**src/rtl/breaker_operator_interlock_core_defines.svh**
```systemverilog
// ----------------------------------------------------------------------------
// Breaker operator interlock - assertion macros
// Shared property wrappers, clocked on clk_i and disabled during rst_ni.
// ----------------------------------------------------------------------------
`ifndef BREAKER_OPERATOR_INTERLOCK_CORE_DEFINES_SVH
`define BREAKER_OPERATOR_INTERLOCK_CORE_DEFINES_SVH

// same-cycle implication
`define BOI_ASSERT_IMPL(name, ante, cons) \
  name: assert property (@(posedge clk_i) disable iff (!rst_ni) (ante) |-> (cons)) \
    else $error("%m: check failed");

// next-cycle implication
`define BOI_ASSERT_NEXT(name, ante, cons) \
  name: assert property (@(posedge clk_i) disable iff (!rst_ni) (ante) |=> (cons)) \
    else $error("%m: check failed");

`endif

```
**src/rtl/boi_pkg.sv**
```systemverilog
// ----------------------------------------------------------------------------
// boi_pkg
// Item types, configuration layout and fixed constants of the interlock.
// ----------------------------------------------------------------------------
`timescale 1ns / 1ps
`default_nettype none

package boi_pkg;

  localparam int unsigned DEB_W      = 8;   // debounce_ticks / alarm_ticks width
  localparam int unsigned RST_LIM_W  = 11;  // reset_hold_limit width
  localparam int unsigned CFG_ADDR_W = 4;
  localparam int unsigned CFG_DATA_W = 32;

  localparam int unsigned RESET_ARM_TICKS = 10;  // press count must exceed this to arm an alarm reset

  localparam logic [DEB_W-1:0]     DEBOUNCE_RESET = 8'd10;
  localparam logic [DEB_W-1:0]     ALARM_RESET    = 8'd5;
  localparam logic [RST_LIM_W-1:0] HOLD_LIM_RESET = 11'd1000;

  // register index = paddr[3:2]
  localparam logic [1:0] REG_DEBOUNCE_TICKS   = 2'd0;
  localparam logic [1:0] REG_ALARM_TICKS      = 2'd1;
  localparam logic [1:0] REG_RESET_HOLD_LIMIT = 2'd2;

  typedef struct packed {
    logic lock_closed_pin;
    logic close_cmd_pin;
    logic open_cmd_pin;
    logic stored_pos_pin;
    logic closed_pos_pin;
    logic open_pos_pin;
    logic reset_pin;
    logic protect_off_pin;
    logic external_alarm;
  } in_item_t;

  typedef struct packed {
    logic       close_running;
    logic       open_running;
    logic       charge_running;
    logic [2:0] drive_stop_mask;
    logic       alarm_relay_fire;
    logic       lock_relay_level;
    logic       reset_alarm_request;
    logic       clear_overcurrent;
    logic       run_fault_event;
    logic [2:0] alarm_flags;
    logic       stop_order_request;
  } out_item_t;

  typedef struct packed {
    logic [DEB_W-1:0]     debounce_ticks;
    logic [DEB_W-1:0]     alarm_ticks;
    logic [RST_LIM_W-1:0] reset_hold_limit;
  } cfg_t;

endpackage

`default_nettype wire

```
**src/rtl/boi_engine.sv**
```systemverilog
// ----------------------------------------------------------------------------
// boi_engine
// Interlock state and the per-tick rule chain; state advances on step_i.
// ----------------------------------------------------------------------------
`timescale 1ns / 1ps
`default_nettype none

module boi_engine #(
  parameter int unsigned CountWidth      = 8,
  parameter int unsigned ResetCountWidth = 11
) (
  input  wire logic               clk_i,
  input  wire logic               rst_ni,
  input  wire logic               step_i,
  input  wire boi_pkg::in_item_t  item_i,
  input  wire boi_pkg::cfg_t      cfg_i,
  output boi_pkg::out_item_t      result_o
);
  import boi_pkg::*;

  localparam int unsigned CW  = CountWidth;
  localparam int unsigned RCW = ResetCountWidth;
  localparam int unsigned CMW = ((CW > DEB_W) ? CW : DEB_W) + 1;
  localparam int unsigned RMW = ((RCW > RST_LIM_W) ? RCW : RST_LIM_W) + 1;
  localparam logic [CW-1:0]  CNT_MAX  = {CW{1'b1}};
  localparam logic [RCW-1:0] RCNT_MAX = {RCW{1'b1}};

  typedef struct packed {
    logic lock_level;
    logic trip_pending;
    logic trip_armed;
    logic rst_armed;
    logic rst_alarm;
    logic pos_alarm;
    logic cmd_alarm;
    logic charge_run;
    logic open_run;
    logic close_run;
  } flags_t;

  function automatic logic [CW-1:0] inc_sat(logic [CW-1:0] c);
    return (c == CNT_MAX) ? c : c + 1'b1;
  endfunction

  // {fired, next count}; count clears on fire or when cond drops
  function automatic logic [CW:0] deb_f(logic [CW-1:0] c, logic cond, logic [DEB_W-1:0] thr);
    logic [CW-1:0] n;
    n = inc_sat(c);
    if (!cond) return {1'b0, {CW{1'b0}}};
    if (CMW'(n) > CMW'(thr)) return {1'b1, {CW{1'b0}}};
    return {1'b0, n};
  endfunction

  function automatic logic idle_f(flags_t fl, logic xa);
    return !fl.close_run && !fl.open_run && !xa && !fl.cmd_alarm && !fl.pos_alarm;
  endfunction

  logic [CW-1:0] close_start_q, close_start_d, charge_start_q, charge_start_d;
  logic [CW-1:0] open_start_q, open_start_d, protect_q, protect_d;
  logic [CW-1:0] cmd_alarm_q, cmd_alarm_d, pos_alarm_q, pos_alarm_d;
  logic [CW-1:0] lock_loss_q, lock_loss_d, close_arrive_q, close_arrive_d;
  logic [CW-1:0] open_arrive_q, open_arrive_d, charge_done_q, charge_done_d;
  logic [CW-1:0] charge_abort_q, charge_abort_d;
  logic [CW-1:0] idle_closed_q, idle_closed_d, idle_open_q, idle_open_d;
  logic [RCW-1:0] press_q, press_d;
  flags_t flags_q, flags_d;

  logic [CW:0]     r_cs, r_ch, r_os, r_pt, r_ca, r_pa, r_ll, r_car, r_oar, r_cd, r_ab;
  logic [RCW-1:0]  press_n;
  logic [RMW-1:0]  press_e, lim_e;
  logic [CMW-1:0]  deb_e;
  logic [CW-1:0]   idle_hold, idle_n;
  logic [2:0]      stop;
  logic            afire, rreq, clroc, rfault, sorder;
  logic            lk, cc, oc, sp, cp, op, rs, pt, xa;
  flags_t          f;

  assign lk = item_i.lock_closed_pin;
  assign cc = item_i.close_cmd_pin;
  assign oc = item_i.open_cmd_pin;
  assign sp = item_i.stored_pos_pin;
  assign cp = item_i.closed_pos_pin;
  assign op = item_i.open_pos_pin;
  assign rs = item_i.reset_pin;
  assign pt = item_i.protect_off_pin;
  assign xa = item_i.external_alarm;

  assign deb_e     = CMW'(cfg_i.debounce_ticks);
  assign idle_hold = (deb_e >= CMW'(CNT_MAX)) ? CNT_MAX : CW'(deb_e + 1'b1);
  assign press_n   = (press_q == RCNT_MAX) ? press_q : press_q + 1'b1;
  assign press_e   = RMW'(press_n);
  assign lim_e     = RMW'(cfg_i.reset_hold_limit);

  always_comb begin
    f              = flags_q;
    close_start_d  = close_start_q;
    charge_start_d = charge_start_q;
    open_start_d   = open_start_q;
    protect_d      = protect_q;
    cmd_alarm_d    = cmd_alarm_q;
    pos_alarm_d    = pos_alarm_q;
    lock_loss_d    = lock_loss_q;
    close_arrive_d = close_arrive_q;
    open_arrive_d  = open_arrive_q;
    charge_done_d  = charge_done_q;
    charge_abort_d = charge_abort_q;
    idle_closed_d  = idle_closed_q;
    idle_open_d    = idle_open_q;
    press_d        = press_q;
    idle_n         = '0;
    stop   = '0;
    afire  = 1'b0;
    rreq   = 1'b0;
    clroc  = 1'b0;
    rfault = 1'b0;
    sorder = 1'b0;
    r_pt   = '0;
    r_ca   = '0;
    r_pa   = '0;
    r_ll   = '0;
    r_car  = '0;
    r_oar  = '0;
    r_cd   = '0;
    r_ab   = '0;

    // start rules
    r_cs = deb_f(close_start_q,
                 !lk && !cc && oc && !sp && cp && !op && rs && idle_f(f, xa),
                 cfg_i.debounce_ticks);
    close_start_d = r_cs[CW-1:0];
    if (r_cs[CW]) f.close_run = 1'b1;

    r_ch = deb_f(charge_start_q,
                 !lk && !cc && oc && sp && cp && !op && rs && idle_f(f, xa),
                 cfg_i.debounce_ticks);
    charge_start_d = r_ch[CW-1:0];
    if (r_ch[CW]) f.charge_run = 1'b1;

    r_os = deb_f(open_start_q, cc && !oc && op && idle_f(f, xa), cfg_i.debounce_ticks);
    open_start_d = r_os[CW-1:0];
    if (r_os[CW]) begin
      f.close_run  = 1'b0;
      f.open_run   = 1'b1;
      f.trip_armed = 1'b0;
    end

    // protective opening
    if (!pt && op && !f.close_run && !f.open_run && !f.pos_alarm) begin
      if (f.trip_armed) begin
        r_pt = deb_f(protect_q, 1'b1, cfg_i.debounce_ticks);
        protect_d = r_pt[CW-1:0];
        if (r_pt[CW]) begin
          f.close_run    = 1'b0;
          f.open_run     = 1'b1;
          f.trip_armed   = 1'b0;
          f.trip_pending = 1'b1;
        end
      end
    end else begin
      protect_d = '0;
      if (pt) f.trip_armed = 1'b1;
    end

    // illegal command / position patterns
    if (!f.close_run && !f.open_run) begin
      r_ca = deb_f(cmd_alarm_q, !cc && !oc, cfg_i.alarm_ticks);
      cmd_alarm_d = r_ca[CW-1:0];
      if (r_ca[CW]) begin
        f.cmd_alarm = 1'b1;
        afire       = 1'b1;
      end else if (cc || oc) begin
        f.cmd_alarm = 1'b0;
      end
      r_pa = deb_f(pos_alarm_q, !cp && !op, cfg_i.alarm_ticks);
      pos_alarm_d = r_pa[CW-1:0];
      if (r_pa[CW]) begin
        f.pos_alarm = 1'b1;
        afire       = 1'b1;
      end else if (cp || op) begin
        f.pos_alarm = 1'b0;
      end
    end

    // reset button
    if (!rs) begin
      press_d = press_n;
      if (press_e > RMW'(RESET_ARM_TICKS) && press_e <= lim_e) begin
        f.rst_armed = 1'b1;
      end else if (press_e > lim_e) begin
        press_d     = (lim_e >= RMW'(RCNT_MAX)) ? RCNT_MAX : RCW'(lim_e + 1'b1);
        f.rst_alarm = 1'b1;
        afire       = 1'b1;
      end
    end else begin
      press_d     = '0;
      f.rst_alarm = 1'b0;
      if (f.rst_armed) begin
        rreq        = 1'b1;
        f.rst_armed = 1'b0;
      end
    end

    // running drives
    if (f.close_run || f.open_run || f.charge_run) begin
      f.lock_level = 1'b0;
      r_ll = deb_f(lock_loss_q, lk && f.close_run, cfg_i.debounce_ticks);
      lock_loss_d = r_ll[CW-1:0];
      if (r_ll[CW]) begin
        f.close_run = 1'b0;
        rfault      = 1'b1;
        stop[0]     = 1'b1;
        sorder      = 1'b1;
      end
      r_car = deb_f(close_arrive_q, !cp && f.close_run, cfg_i.debounce_ticks);
      close_arrive_d = r_car[CW-1:0];
      if (r_car[CW]) begin
        f.close_run = 1'b0;
        stop[0]     = 1'b1;
        if (op) clroc = 1'b1;
        else    rfault = 1'b1;
      end
      r_oar = deb_f(open_arrive_q, !op && f.open_run, cfg_i.debounce_ticks);
      open_arrive_d = r_oar[CW-1:0];
      if (r_oar[CW]) begin
        f.open_run = 1'b0;
        stop[1]    = 1'b1;
        if (cp) begin
          clroc = 1'b1;
          if (f.trip_pending) begin
            f.trip_pending = 1'b0;
            rreq           = 1'b1;
          end
        end else begin
          rfault = 1'b1;
        end
      end
      r_cd = deb_f(charge_done_q, !sp && f.charge_run, cfg_i.debounce_ticks);
      charge_done_d = r_cd[CW-1:0];
      if (r_cd[CW]) begin
        f.charge_run = 1'b0;
        f.close_run  = 1'b1;
        stop[2]      = 1'b1;
      end
      if (f.charge_run) begin
        r_ab = deb_f(charge_abort_q, (!cp && !op) || lk, cfg_i.debounce_ticks);
        charge_abort_d = r_ab[CW-1:0];
        if (r_ab[CW]) begin
          f.charge_run = 1'b0;
          stop[2]      = 1'b1;
          rfault       = 1'b1;
        end
      end
    end else begin
      // idle: lock relay follows the debounced closed contact
      if (!cp) begin
        idle_open_d = '0;
        idle_n      = inc_sat(idle_closed_q);
        if (CMW'(idle_n) > deb_e) begin
          idle_closed_d = idle_hold;
          f.lock_level  = 1'b0;
        end else begin
          idle_closed_d = idle_n;
        end
      end else begin
        idle_closed_d = '0;
        idle_n        = inc_sat(idle_open_q);
        if (CMW'(idle_n) > deb_e) begin
          idle_open_d  = idle_hold;
          f.lock_level = 1'b1;
        end else begin
          idle_open_d = idle_n;
        end
      end
    end

    flags_d = f;

    result_o.close_running       = f.close_run;
    result_o.open_running        = f.open_run;
    result_o.charge_running      = f.charge_run;
    result_o.drive_stop_mask     = stop;
    result_o.alarm_relay_fire    = afire;
    result_o.lock_relay_level    = f.lock_level;
    result_o.reset_alarm_request = rreq;
    result_o.clear_overcurrent   = clroc;
    result_o.run_fault_event     = rfault;
    result_o.alarm_flags         = {f.rst_alarm, f.pos_alarm, f.cmd_alarm};
    result_o.stop_order_request  = sorder;
  end

  always_ff @(posedge clk_i or negedge rst_ni) begin
    if (!rst_ni) begin
      close_start_q  <= '0;
      charge_start_q <= '0;
      open_start_q   <= '0;
      protect_q      <= '0;
      cmd_alarm_q    <= '0;
      pos_alarm_q    <= '0;
      lock_loss_q    <= '0;
      close_arrive_q <= '0;
      open_arrive_q  <= '0;
      charge_done_q  <= '0;
      charge_abort_q <= '0;
      idle_closed_q  <= '0;
      idle_open_q    <= '0;
      press_q        <= '0;
      flags_q        <= '0;
    end else if (step_i) begin
      close_start_q  <= close_start_d;
      charge_start_q <= charge_start_d;
      open_start_q   <= open_start_d;
      protect_q      <= protect_d;
      cmd_alarm_q    <= cmd_alarm_d;
      pos_alarm_q    <= pos_alarm_d;
      lock_loss_q    <= lock_loss_d;
      close_arrive_q <= close_arrive_d;
      open_arrive_q  <= open_arrive_d;
      charge_done_q  <= charge_done_d;
      charge_abort_q <= charge_abort_d;
      idle_closed_q  <= idle_closed_d;
      idle_open_q    <= idle_open_d;
      press_q        <= press_d;
      flags_q        <= flags_d;
    end
  end

endmodule

`default_nettype wire

```
**src/rtl/breaker_operator_interlock_core.sv**
```systemverilog
// ----------------------------------------------------------------------------
// breaker_operator_interlock_core
// Breaker operator interlock: one 2 ms tick of pin levels in, one status out.
// ----------------------------------------------------------------------------
// Each accepted item is one tick of the eight operator pins plus the external
// alarm bit; each tick produces exactly one result item in the same order.
// An item lands in an input register, the rule chain evaluates it
// combinationally against the debounce counters and run flags, and the result
// lands in an output register, so a result passes the input register and then
// the output register; a new item is taken every cycle (one item per clock)
// while the output is not stalled. If the output is stalled, one
// more item is held in the input register before in_ready_o drops. Three
// configuration registers sit on the APB port at 0x0 (debounce_ticks), 0x4
// (alarm_ticks) and 0x8 (reset_hold_limit); they reset to 10, 5 and 1000 and
// should only be written while no item is in flight. All counters and flags
// clear on reset.
`timescale 1ns / 1ps
`default_nettype none
`include "breaker_operator_interlock_core_defines.svh"

module breaker_operator_interlock_core #(
  parameter int unsigned COUNT_WIDTH       = 8,
  parameter int unsigned RESET_COUNT_WIDTH = 11
) (
  input  wire logic                                  clk_i,
  input  wire logic                                  rst_ni,
  // tick items
  input  wire logic                                  in_valid_i,
  output logic                                       in_ready_o,
  input  wire boi_pkg::in_item_t                     in_item_i,
  // result items
  output logic                                       out_valid_o,
  input  wire logic                                  out_ready_i,
  output boi_pkg::out_item_t                         out_item_o,
  // APB configuration
  input  wire logic                                  psel,
  input  wire logic                                  penable,
  input  wire logic                                  pwrite,
  input  wire logic [boi_pkg::CFG_ADDR_W-1:0]        paddr,
  input  wire logic [boi_pkg::CFG_DATA_W-1:0]        pwdata,
  output logic [boi_pkg::CFG_DATA_W-1:0]             prdata,
  output logic                                       pready
);
  import boi_pkg::*;

  // --------------------------------------------------------------------------
  // Configuration registers
  // --------------------------------------------------------------------------
  cfg_t       cfg_q;
  logic       cfg_wr;
  logic [1:0] reg_idx;

  assign pready  = 1'b1;
  assign reg_idx = paddr[3:2];
  assign cfg_wr  = psel && penable && pwrite && pready;

  always_ff @(posedge clk_i or negedge rst_ni) begin
    if (!rst_ni) begin
      cfg_q.debounce_ticks   <= DEBOUNCE_RESET;
      cfg_q.alarm_ticks      <= ALARM_RESET;
      cfg_q.reset_hold_limit <= HOLD_LIM_RESET;
    end else if (cfg_wr) begin
      case (reg_idx)
        REG_DEBOUNCE_TICKS:   cfg_q.debounce_ticks   <= pwdata[DEB_W-1:0];
        REG_ALARM_TICKS:      cfg_q.alarm_ticks      <= pwdata[DEB_W-1:0];
        REG_RESET_HOLD_LIMIT: cfg_q.reset_hold_limit <= pwdata[RST_LIM_W-1:0];
        default: ;  // unmapped: write ignored
      endcase
    end
  end

  always_comb begin
    case (reg_idx)
      REG_DEBOUNCE_TICKS:   prdata = CFG_DATA_W'(cfg_q.debounce_ticks);
      REG_ALARM_TICKS:      prdata = CFG_DATA_W'(cfg_q.alarm_ticks);
      REG_RESET_HOLD_LIMIT: prdata = CFG_DATA_W'(cfg_q.reset_hold_limit);
      default:              prdata = '0;
    endcase
  end

  // --------------------------------------------------------------------------
  // Item pipeline: input register -> rule chain -> output register
  // --------------------------------------------------------------------------
  in_item_t  in_q;
  logic      in_valid_q;
  out_item_t out_q;
  logic      out_valid_q;
  out_item_t result;
  logic      advance;
  logic      in_take;

  // the held tick moves on whenever the output slot is free or draining
  assign advance    = in_valid_q && (!out_valid_q || out_ready_i);
  assign in_ready_o = !in_valid_q || advance;
  assign in_take    = in_valid_i && in_ready_o;

  always_ff @(posedge clk_i or negedge rst_ni) begin
    if (!rst_ni) begin
      in_valid_q  <= 1'b0;
      out_valid_q <= 1'b0;
    end else begin
      if (in_take)      in_valid_q <= 1'b1;
      else if (advance) in_valid_q <= 1'b0;
      if (advance)          out_valid_q <= 1'b1;
      else if (out_ready_i) out_valid_q <= 1'b0;
    end
  end

  always_ff @(posedge clk_i) begin
    if (in_take) in_q <= in_item_i;
    if (advance) out_q <= result;
  end

  // interlock state only moves when a tick is handed to the output register
  boi_engine #(
    .CountWidth      (COUNT_WIDTH),
    .ResetCountWidth (RESET_COUNT_WIDTH)
  ) u_engine (
    .clk_i    (clk_i),
    .rst_ni   (rst_ni),
    .step_i   (advance),
    .item_i   (in_q),
    .cfg_i    (cfg_q),
    .result_o (result)
  );

  assign out_valid_o = out_valid_q;
  assign out_item_o  = out_q;

  // --------------------------------------------------------------------------
  // Assertions
  // --------------------------------------------------------------------------
  // input stage only blocks when its tick is stuck behind a stalled result
  `BOI_ASSERT_IMPL(a_ready_only_on_stall, !in_ready_o, in_valid_q && out_valid_q && !out_ready_i)
  // a held tick keeps its payload until it advances
  `BOI_ASSERT_NEXT(a_held_tick_stable, in_valid_q && !advance, in_valid_q && $stable(in_q))
  // a stop order only comes from a lock loss, which stops close and faults
  `BOI_ASSERT_IMPL(a_stop_order_fault, out_valid_o && out_item_o.stop_order_request,
                   out_item_o.run_fault_event && out_item_o.drive_stop_mask[0])
  // overcurrent clear only on an arrival, which always stops a drive
  `BOI_ASSERT_IMPL(a_clear_on_arrival, out_valid_o && out_item_o.clear_overcurrent,
                   out_item_o.drive_stop_mask[0] || out_item_o.drive_stop_mask[1])

endmodule

`default_nettype wire
```
**config.mk**
```make
export PLATFORM = sky130hd
export DESIGN_NAME = breaker_operator_interlock_core
export DESIGN_NICKNAME = d
export VERILOG_FILES = /design/src/rtl/boi_pkg.sv /design/src/rtl/boi_engine.sv /design/src/rtl/breaker_operator_interlock_core.sv
export VERILOG_INCLUDE_DIRS = /design/src /design/src/rtl
export SDC_FILE = /design/constraint.sdc
export NUM_CORES = 1
export LEC_CHECK = 0
export CAP_MARGIN = 20
export CORE_ASPECT_RATIO = 1.25
export CORE_MARGIN = 10
export CORE_UTILIZATION = 36
export CTS_CLUSTER_SIZE = 40
export DETAILED_ROUTE_END_ITERATION = 8
export DONT_BUFFER_PORTS = 1
export SYNTH_ARGS = -nofsm -noshare
export SYNTH_HDL_FRONTEND = slang
export SYNTH_SLANG_ARGS = --single-unit
```
**constraint.sdc**
```tcl
create_clock -name clk_i -period 6.55 [get_ports clk_i]
set_input_delay 0.3275 -clock clk_i [delete_from_list [all_inputs] [get_ports clk_i]]
set_output_delay 0.3275 -clock clk_i [all_outputs]
set_load 0.02 [all_outputs]
```
==> insert_results.sql <==
INSERT INTO impl_metrics (metric_group, metric, value, unit) VALUES
('sta', 'report.final.hold_viol_count', '0', ''),
('route', 'route.detailed.drc', '0', ''),
('die', 'dieArea', '44700', 'µm²'),
('worst_setup_path', 'cpPeakStageDelay', '460', 'ps'),
('yosys', 'syn_area', '13200', 'µm²'),
('cells_and_area', 'layout_common_cells', '198 x nand2_1, 144 x dfrtp_1, 131 x ha_1, 123 x o21ai_0, 101 x nor2_1', ''),
('yosys', 'total_number_of_yosys_warnings', '0', ''),
('yosys', 'synth-seq-cells', '178', ''),
('sta', 'finalMaxSlewViolations', '0', ''),
('sta', 'max_slew_margin', '0.361', ''),
('clocking', 'cts_htree_levels', '4', ''),
('worst_setup_path', 'crit_path_cell_trace', 'ha_1 -> nand2_1 -> nor3_1 -> nand4_1 -> mux2_2 -> ha_1 -> nor2b_1 -> o21a_1 -> o21ai_0 -> nand2_1 -> a221o_1 -> nand2_1 -> mux2_2 -> a22o_1', ''),
('worst_setup_path', 'critical_path_peak_fanout', '13', ''),
('clocking', 'cts_buffers', '17', ''),
('global_routing', 'global_route_wire_length_before_repair', '56300', 'µm'),
('sta', 'tightest_slew', '951', 'ps'),
('route', 'routed_wirelength', '35200', 'µm'),
('worst_setup_path', 'cp_slowest_cell', 'nor3_1', ''),
('yosys', 'synth-async-reset-ratio', '0.865', ''),
('die', 'die_w', '191', 'µm'),
('placed_design', 'post-place-cells', '1961', ''),
('power', 'power.ir.vdd_worst', '0.162', 'mV'),
('clocking', 'clock_tree.root_cell', 'clkbuf_16', ''),
('sta', 'max_clock_freq', '0.221', 'GHz'),
('clocking', 'clk_lat_worst_skew', '470', 'ps'),
('clocking', 'cts_tree', 'yes', ''),
('die', 'boundaryPins', '102', ''),
('yosys', 'post-synth-top-area-cell', 'dfrtp_1', ''),
('route', 'per_cell_routed_wire_length', '17.4', 'µm'),
('die', 'floorplan.die.height', '234', 'µm'),
('die', 'placement_rows', '78', ''),
('die', 'start_util', '0.364', ''),
('cells_and_area', 'synthToLayoutAreaGrowth', '9.92', '%'),
('placed_design', 'post-dp-hpwl', '25400', 'µm'),
('clocking', 'ctsLongestPathBuffers', '2', ''),
('yosys', 'post_synth_main_area_contributors', 'dfrtp_1 27%, ha_1 12%, nand2_1 5.6%, edfxtp_1 5.5%, o21ai_0 4.7%', ''),
('cells_and_area', 'multi_input_area', '8100', 'µm²'),
('yosys', 'netlist.area_leader.share', '0.274', ''),
('yosys', 'ys.flop_type', 'dfrtp_1', ''),
('power', 'power.density_cell_area', '240', 'nW/µm²'),
('sta', 'rsz0062_at_grt', 'false', ''),
('hold_path', 'worstHoldPathType', 'in -> reg', ''),
('job', 'max_cap_violations', '0', ''),
('die', 'core-area', '36200', 'µm²'),
('sta', 'tns', '0', 'ps'),
('cells_and_area', 'final_net_count', '1707', ''),
('global_routing', 'first_global_vias', '10800', ''),
('cells_and_area', 'fillers', '3621', ''),
('outcome', 'outcome', 'finished clean', ''),
('worst_setup_path', 'critical_path.n_buffers_inverters', '0', ''),
('placed_design', 'io_buffers', '0', ''),
('cells_and_area', 'final_common_cell', 'nand2_1', ''),
('global_routing', 'antenna_found_initial', '1', ''),
('sta', 'post-route-period-util', '0.691', ''),
('route', 'drt-vias-per-instance', '5.50', ''),
('power', 'p_leak', '6.54', 'nW'),
('global_routing', 'global_route.overflow_total', '0', ''),
('worst_setup_path', 'cp-end-kind', 'flop', ''),
('worst_setup_path', 'critPathMostFrequentCell', 'nand2_1', ''),
('worst_setup_path', 'data_required_time_of_the_worst_path', '6900', 'ps'),
('yosys', 'ys_types', '75', ''),
('sta', 'finalCriticalPeriod', '4530', 'ps'),
('yosys', 'postSynthCellCount', '1519', ''),
('yosys', 'synth_enable_flop_cells', '24', ''),
('route', 'antenna_violating_nets_post_route', '0', ''),
('clocking', 'cts_sinks', '178', ''),
('route', 'firstDrtPassIters', '5', ''),
('yosys', 'syn-mean-instance-area', '8.66', 'µm²'),
('sta', 'finalClockSkew', '21.8', 'ps'),
('worst_setup_path', 'timing.critical_path.from_type', 'flop', ''),
('placed_design', 'gp_weighted_congestion', '0.847', '');
[path summary, 6_finish.rpt]
| check | startpoint | end | slack, ps | depth (start not counted) |
|---|---|---|---|---|
| worst max-delay path | u_engine.press_q[0]$_DFFE_PN0P_ | u_engine.press_q[9]$_DFFE_PN0P_ | 2020 | 14 |
| worst min-delay path | pwdata[0] | cfg_q[19]$_DFFE_PN0P_ | 30 | 1 |
| worst max register to register | u_engine.press_q[0]$_DFFE_PN0P_ | u_engine.press_q[9]$_DFFE_PN0P_ | 2020 | 14 |
| worst min register to register | u_engine.cmd_alarm_q[6]$_DFFE_PN0P_ | u_engine.cmd_alarm_q[6]$_DFFE_PN0P_ | 510 | 2 |
| max in group asynchronous | rst_ni | u_engine.idle_closed_q[3]$_DFFE_PN0P_ | 5390 | 2 |
| min in group asynchronous | rst_ni | u_engine.press_q[10]$_DFFE_PN0P_ | 500 | 2 |
[worst reg2reg max path, stage by stage, from the launching register on]
cell	delay, ps
dfrtp_1	450
ha_1	290
nand2_1	80
nor3_1	460
nand4_1	460
mux2_2	440
ha_1	290
nor2b_1	140
o21a_1	160
o21ai_0	140
nand2_1	90
a221o_1	420
nand2_1	420
mux2_2	390
a22o_1	200
[what timing repair did]
| action | CTS | global route |
|---|---|---|
| endpoints found under the hold margin | 190 | 0 |
| gates resized for setup | 0 | 0 |
| hold buffers | 23 | 0 |
| setup endpoints to repair | 0 | 0 |
[cells by family after synthesis]
logic type	synth area share
multiplexers	0.0340
adder cells (fa/ha/maj)	0.125
AO/OA/AOI/OAI	0.188
XOR/XNOR	0.0386
buffers and inverters	0.0422
AND/OR/NAND/NOR	0.223
other	0.000571
flip-flops	0.349
[sequential cells by signal (all words and copies together) (netlist names)]
signal / cells
cfg_q: 27
in_q: 9
in_valid_q: 1
out_item_o: 15
out_valid_o: 1
u_engine.charge_abort_q: 8
u_engine.charge_done_q: 8
u_engine.charge_start_q: 8
u_engine.close_arrive_q: 8
u_engine.close_start_q: 8
u_engine.cmd_alarm_q: 8
u_engine.flags_q: 10
u_engine.idle_closed_q: 8
u_engine.idle_open_q: 8
u_engine.lock_loss_q: 8
u_engine.open_arrive_q: 8
u_engine.open_start_q: 8
u_engine.pos_alarm_q: 8
u_engine.press_q: 11
u_engine.protect_q: 8
[where the power goes]
part	internal [mW]	leakage, nW	switching [mW]
clock network	0.541	0.302	0.535
logic	0.387	3.96	0.621
registers	1.24	2.28	0.148
total	2.17	6.54	1.30
[per-stage QoR]
stage          hold slack (ps)  setup WS [ps]  area [µm²]  total power, mW  utilization
3_5_place_dp              46.2           2150       13600             2.38        0.375
4_1_cts                   5.51           2100       14500             3.51        0.399
2_1_floorplan             31.9           2830       13200             2.10            -
6_report                  28.8           2020       14500             3.47        0.400
3_3_place_gp              38.6           2140       13600             2.35        0.375
5_1_grt                   17.7           1760       14500             3.71        0.400
[synth_stat cells, drive strengths merged, types with 22 or more instances]
cell      n
and2     26
inv      54
dfrtp   144
xnor2    50
nand2b   32
nor2    102
nand4    29
mux2     22
edfxtp   24
ha      131
clkbuf   41
a21o     35
o31ai    24
buf      29
nor3     32
nand2   199
o21ai   126
and3     25
nand3    87
a21oi    85
[final cells by class]
class	count	share of cell area
clock inverter	14	0.0119
sequential	178	0.317
multi-input combinational	1236	0.560
inverter	55	0.0143
timing repair buffer	36	0.0241
clock buffer	18	0.0311
tap	480	0.0415
antenna	1	0.000173
[per-layer routing]
metal / up-vias / global-route usage / routed length [µm]
met1: 5350 / 0.193 / 15500
met5: - / 0 / 0
met2: 212 / 0.262 / 16900
li1: 5482 / - / -
met4: 0 / 0.0717 / 1240
met3: 59 / 0.0308 / 1480
Note: power is estimated with default switching activity, not from simulation.
